`src/rtl/skne_ram.sv`:
```
// ----------------------------------------------------------------------------
// skne_ram: generic single write, single read RAM
// One write port and one read port with registered read data.
// ----------------------------------------------------------------------------
`timescale 1ns / 1ps
`default_nettype none

module skne_ram #(
	parameter int WIDTH = 32,
	parameter int DEPTH = 64
) (
	input  wire logic                     clk,
	input  wire logic                     we,
	input  wire logic [$clog2(DEPTH)-1:0] wr_addr,
	input  wire logic [WIDTH-1:0]         wr_data,
	input  wire logic [$clog2(DEPTH)-1:0] rd_addr,
	output logic      [WIDTH-1:0]         rd_data
);

	logic [WIDTH-1:0] mem_q [DEPTH];

	// write and registered read
	always_ff @(posedge clk) begin
		if (we) begin
			mem_q[wr_addr] <= wr_data;
		end
		rd_data <= mem_q[rd_addr];
	end

endmodule

`default_nettype wire

```
`config.mk`:
```
export PLATFORM = sky130hd
export DESIGN_NAME = skne_ram
export DESIGN_NICKNAME = d
export VERILOG_FILES = /design/src/rtl/skne_ram.sv
export SDC_FILE = /design/constraint.sdc
export NUM_CORES = 2
export LEC_CHECK = 0
export BUFFER_PORTS_ARGS = -buffer_cell sky130_fd_sc_hd__buf_2
export CORE_MARGIN = 2
export CORE_UTILIZATION = 53
export CTS_CLUSTER_DIAMETER = 120
export DETAILED_ROUTE_END_ITERATION = 12
export PLACE_DENSITY = 0.66
export SLEW_MARGIN = 20
export SYNTH_ARGS = -nofsm -noshare
export SYNTH_HDL_FRONTEND = slang
export SYNTH_SLANG_ARGS = --single-unit
```
`constraint.sdc`:
```
create_clock -name clk -period 4.2 [get_ports clk]
set_input_delay 0.21 -clock clk [delete_from_list [all_inputs] [get_ports clk]]
set_output_delay 0.21 -clock clk [all_outputs]
set_load 0.05 [all_outputs]
```
# --- Word level (Yosys, flattened, before mapping) ---
# Memory sizes are Yosys's and may differ from the RTL's. A register that Yosys moved wholly into a read port is not among the register bits.
# Index checks and enable logic that the tools add are counted.
classes:
  muxes: 2
ops:
  columns: ["cell", "count"]
  rows:
  - ["$mux W1", 2]
word_totals:
  out_inout_bits: 32
  regBits: 0
  mem_count: 1
  mem_bits_rw: 2048
  inputBits: 46
  elab_cells: 3
memory_table:
  columns: ["memory", "words", "width", "read_ports", "rd_clocked_by_memory_dff", "write_ports", "line_no", "rtl"]
  rows:
  - ["mem_q", 64, 32, 1, 1, 1, "20", "logic [WIDTH-1:0] mem_q [DEPTH];"]

# --- Logic depth before layout (Yosys ltp) ---
logic_depth:
  ltp_word: 2
  ltp_mapped: 10

# --- Least setup slack after synthesis ---
# OpenSTA, ideal clock, no wires.
synth_path:
  path_type: "input-to-reg"
  from: "input port wr_addr[3]"
  to: "memory mem_q[48][0] (enable)"
  t_required_ps: 3739
  setup_ps: 461
  n_path_buf: 1
  slack_ps: 830
  t_arrival_ps: 2909
  stages: 4
  path_cell_list: "clkbuf_1 nor2b_1 nand4b_1 nor3_1"
synth_lines:
  columns: ["element", "line_no", "rtl"]
  rows:
  - ["start: declaration", "14", "input wire logic [$clog2(DEPTH)-1:0] wr_addr,"]
  - ["end: declaration", "20", null]
# No word-level cell before the write port.

==> flow_summary.yaml <==
run_status:
  status: "finished clean"
cells_and_area:
  drive_gt1_share_pct: 30.1
  final_cell_area_sq_um: 89200
  nNetsFinal: 3642
  nFillCells: 10037
  area_growth_pct: 13.6
cts:
  cts_max_level: 4
  numCtsBuffers: 202
  cts_hold_buf: 2
  cts_sinks: 2080
  cts_resized: 0
  clk_path_buf_depth: 3
  clk_latency_ns: 0.84
  clkTransAtPathRegs_ns: 0.06
  root_buffer: "clkbuf_16"
  cts_tree: "yes"
  postCtsSetupBuffers: 0
setup_path:
  r2r-end: "rd_data[27]"
  crit_type: "in -> reg"
  required_ns: 4.87
  critPathCaptureType: "register"
  reg2reg_depth: 4
  ff2ff_setup_slack_ns: 1.91
  start_kind: "input pin"
  path_max_fanout: 42
  timing.rr.start: "mem_q[15][27]"
  crit_start: "rd_addr[0]"
  arrival_ns: 3.11
route:
  drtIter0Drc: 5169
  vias: 37070
  wl_per_cell_microns: 33.9
  avgViaCountPerCell: 6.49
  drc: 0
  drt_first_pass_iters: 7
  drtAntennaViolNets: 0
  wl_microns: 194000
synth:
  ys_top_cells_by_area: "edfxtp_1 (78%), mux4_2 (16%), mux2i_1 (1.2%)"
  synth-async-reset-ratio_pct: 0
  syn_area_sq_um: 78500
  yosysMostFrequentCell: "edfxtp_1"
  yosysWarnings: 0
  syn_nets: 3370
  synth_flop_cell: "edfxtp_1"
  yosysSeqAreaShare_pct: 79.1
  synth-edff-count: 2048
  ys_ff_latch: 2080
  syn_avg_cell_area_sq_um: 23.6
  ys_types: 34
  synth_top_area_share_pct: 78.3
  synthTopCellsByCount: "edfxtp_1 (2,048), mux4_2 (544), nor2_1 (137), mux2i_1 (93), o22ai_1 (84)"
  synthCells: 3324
  synth_top_area_cell: "edfxtp_1"
floorplan:
  start_util_pct: 53.2
  die_area_sq_um: 151000
  fp-row-count: 141
  die_y_microns: 389
  pin_count: 78
  core_area_sq_um: 147000
  die_w_microns: 389
min_path:
  hold_end: "mem_q[61][15]"
  hold_depth: 2
  hp-start: "wr_data[15]"
  hold_path_class: "in -> reg"
sta:
  finalClockSkew_ns: 0.0317
  tns_ns: 0
  rsz0062_at_grt: "false"
  whs_ns: 0.0265
  finalMaxSlewViolations: 0
  worst_pin_slew_ns: 1.14
  period_needed_ns: 2.44
  finalSetupViolCount: 0
  fin_crit_sh_pct: 58.1
  finalHoldViolCount: 0
  fmax_mhz: 410
  slew_headroom_pct: 23.7
grt:
  globalRouteTotalUtil_pct: 26.0
  grt_max_degree: 76
  antenna_found_initial: 13
  grt_pass1_wl_microns: 276000
  grt_pass1_vias: 37513
  overflow: 0
run:
  cap_violations: 0
power_and_ir_drop:
  p_leak_nw: 27.8
  finalPower_mw: 43.1
  ir_drop_uv: 464
  powerDensity_nw_per_um2: 483
placed_design:
  place_area_sq_um: 82400
  place_hpwl_microns: 110000
  port_buffers: 77
  routabilityCongestion: 0.829
layout make-up:
type	instances	area [sq um]	share of cell area, %
repair buffers	250	2080	2.33
clock buffers	270	5500	6.16
flip-flops and latches	2080	62100	69.7
well taps	1930	2410	2.71
clock inverters	109	1050	1.18
multi-input cells	1062	16000	17.9
diodes	8	20.0	0.0225
worst max path at each step:
stage	to	slack, ns
3_3_place_gp	rd_data[20]	0.92
4_1_cts	rd_data[27]	1.81
3_5_place_dp	rd_data[27]	0.93
5_1_grt	rd_data[20]	1.76
6_report	rd_data[27]	1.76
2_1_floorplan	mem_q[48][0]	0.83
critical path: stages:
cell	delay [ns]
buf_8	0.45
buf_12	0.31
buf_4	0.25
mux4_2	0.53
mux4_2	0.48
o22ai_1	0.64
nor2_1	0.13
layout by cell type, fill, tap and decap left out, types with 54 or more instances in the layout:
cell type	instances
a21oi_1	62
buf_2	59
buf_4	149
clkbuf_1	54
clkbuf_16	206
edfxtp_1	2048
mux2i_1	93
mux4_2	544
nor2_1	75
nor2_4	62
o22ai_1	84
through the flow:
step                      cells  setup WS [ns]  utilization (%)
after floorplan            3324          0.830                -
after global placement     5305          0.918             55.9
after detailed placement   5306          0.933             55.9
after CTS                  5687           1.81             60.3
after global routing       5702           1.76             60.4
final                      5709           1.76             60.5
registers in the layout, indices dropped and copies added, names as in the netlist:
| name | cells |
|---|---|
| mem_q | 2048 |
| rd_data | 32 |
layer usage:
| metal | share of wire, % | track usage [%] | vias up |
|---|---|---|---|
| met3 | 9.0 | 4.84 | 288 |
| met2 | 49 | 41.7 | 1897 |
| met1 | 39 | 37.2 | 20026 |
| met5 | 0.014 | 0 | - |
| li1 | - | - | 14853 |
| met4 | 2.5 | 7.14 | 6 |
logic make-up (layout without fill, tap and decap cells):
| family | after synthesis | after routing | synth area share, % |
|---|---|---|---|
| compound gates | 202 | 202 | 1.67 |
| buf+inv | 182 | 629 | 1.13 |
| flops | 2080 | 2080 | 79.1 |
| mux | 637 | 637 | 16.8 |
| other cells | 0 | 8 | 0 |
| simple gates | 223 | 223 | 1.27 |
power breakdown:
| group | leakage (nW) | internal (mW) | switching (mW) | total, mW |
|---|---|---|---|---|
| Sequential | 18.7 | 23.0 | 0.105 | 23.1 |
| Clock | 3.20 | 10.2 | 7.59 | 17.8 |
| Combinational | 5.96 | 0.791 | 1.44 | 2.23 |
| Total | 27.8 | 34.0 | 9.14 | 43.1 |
(Power assumes the default switching activity.)
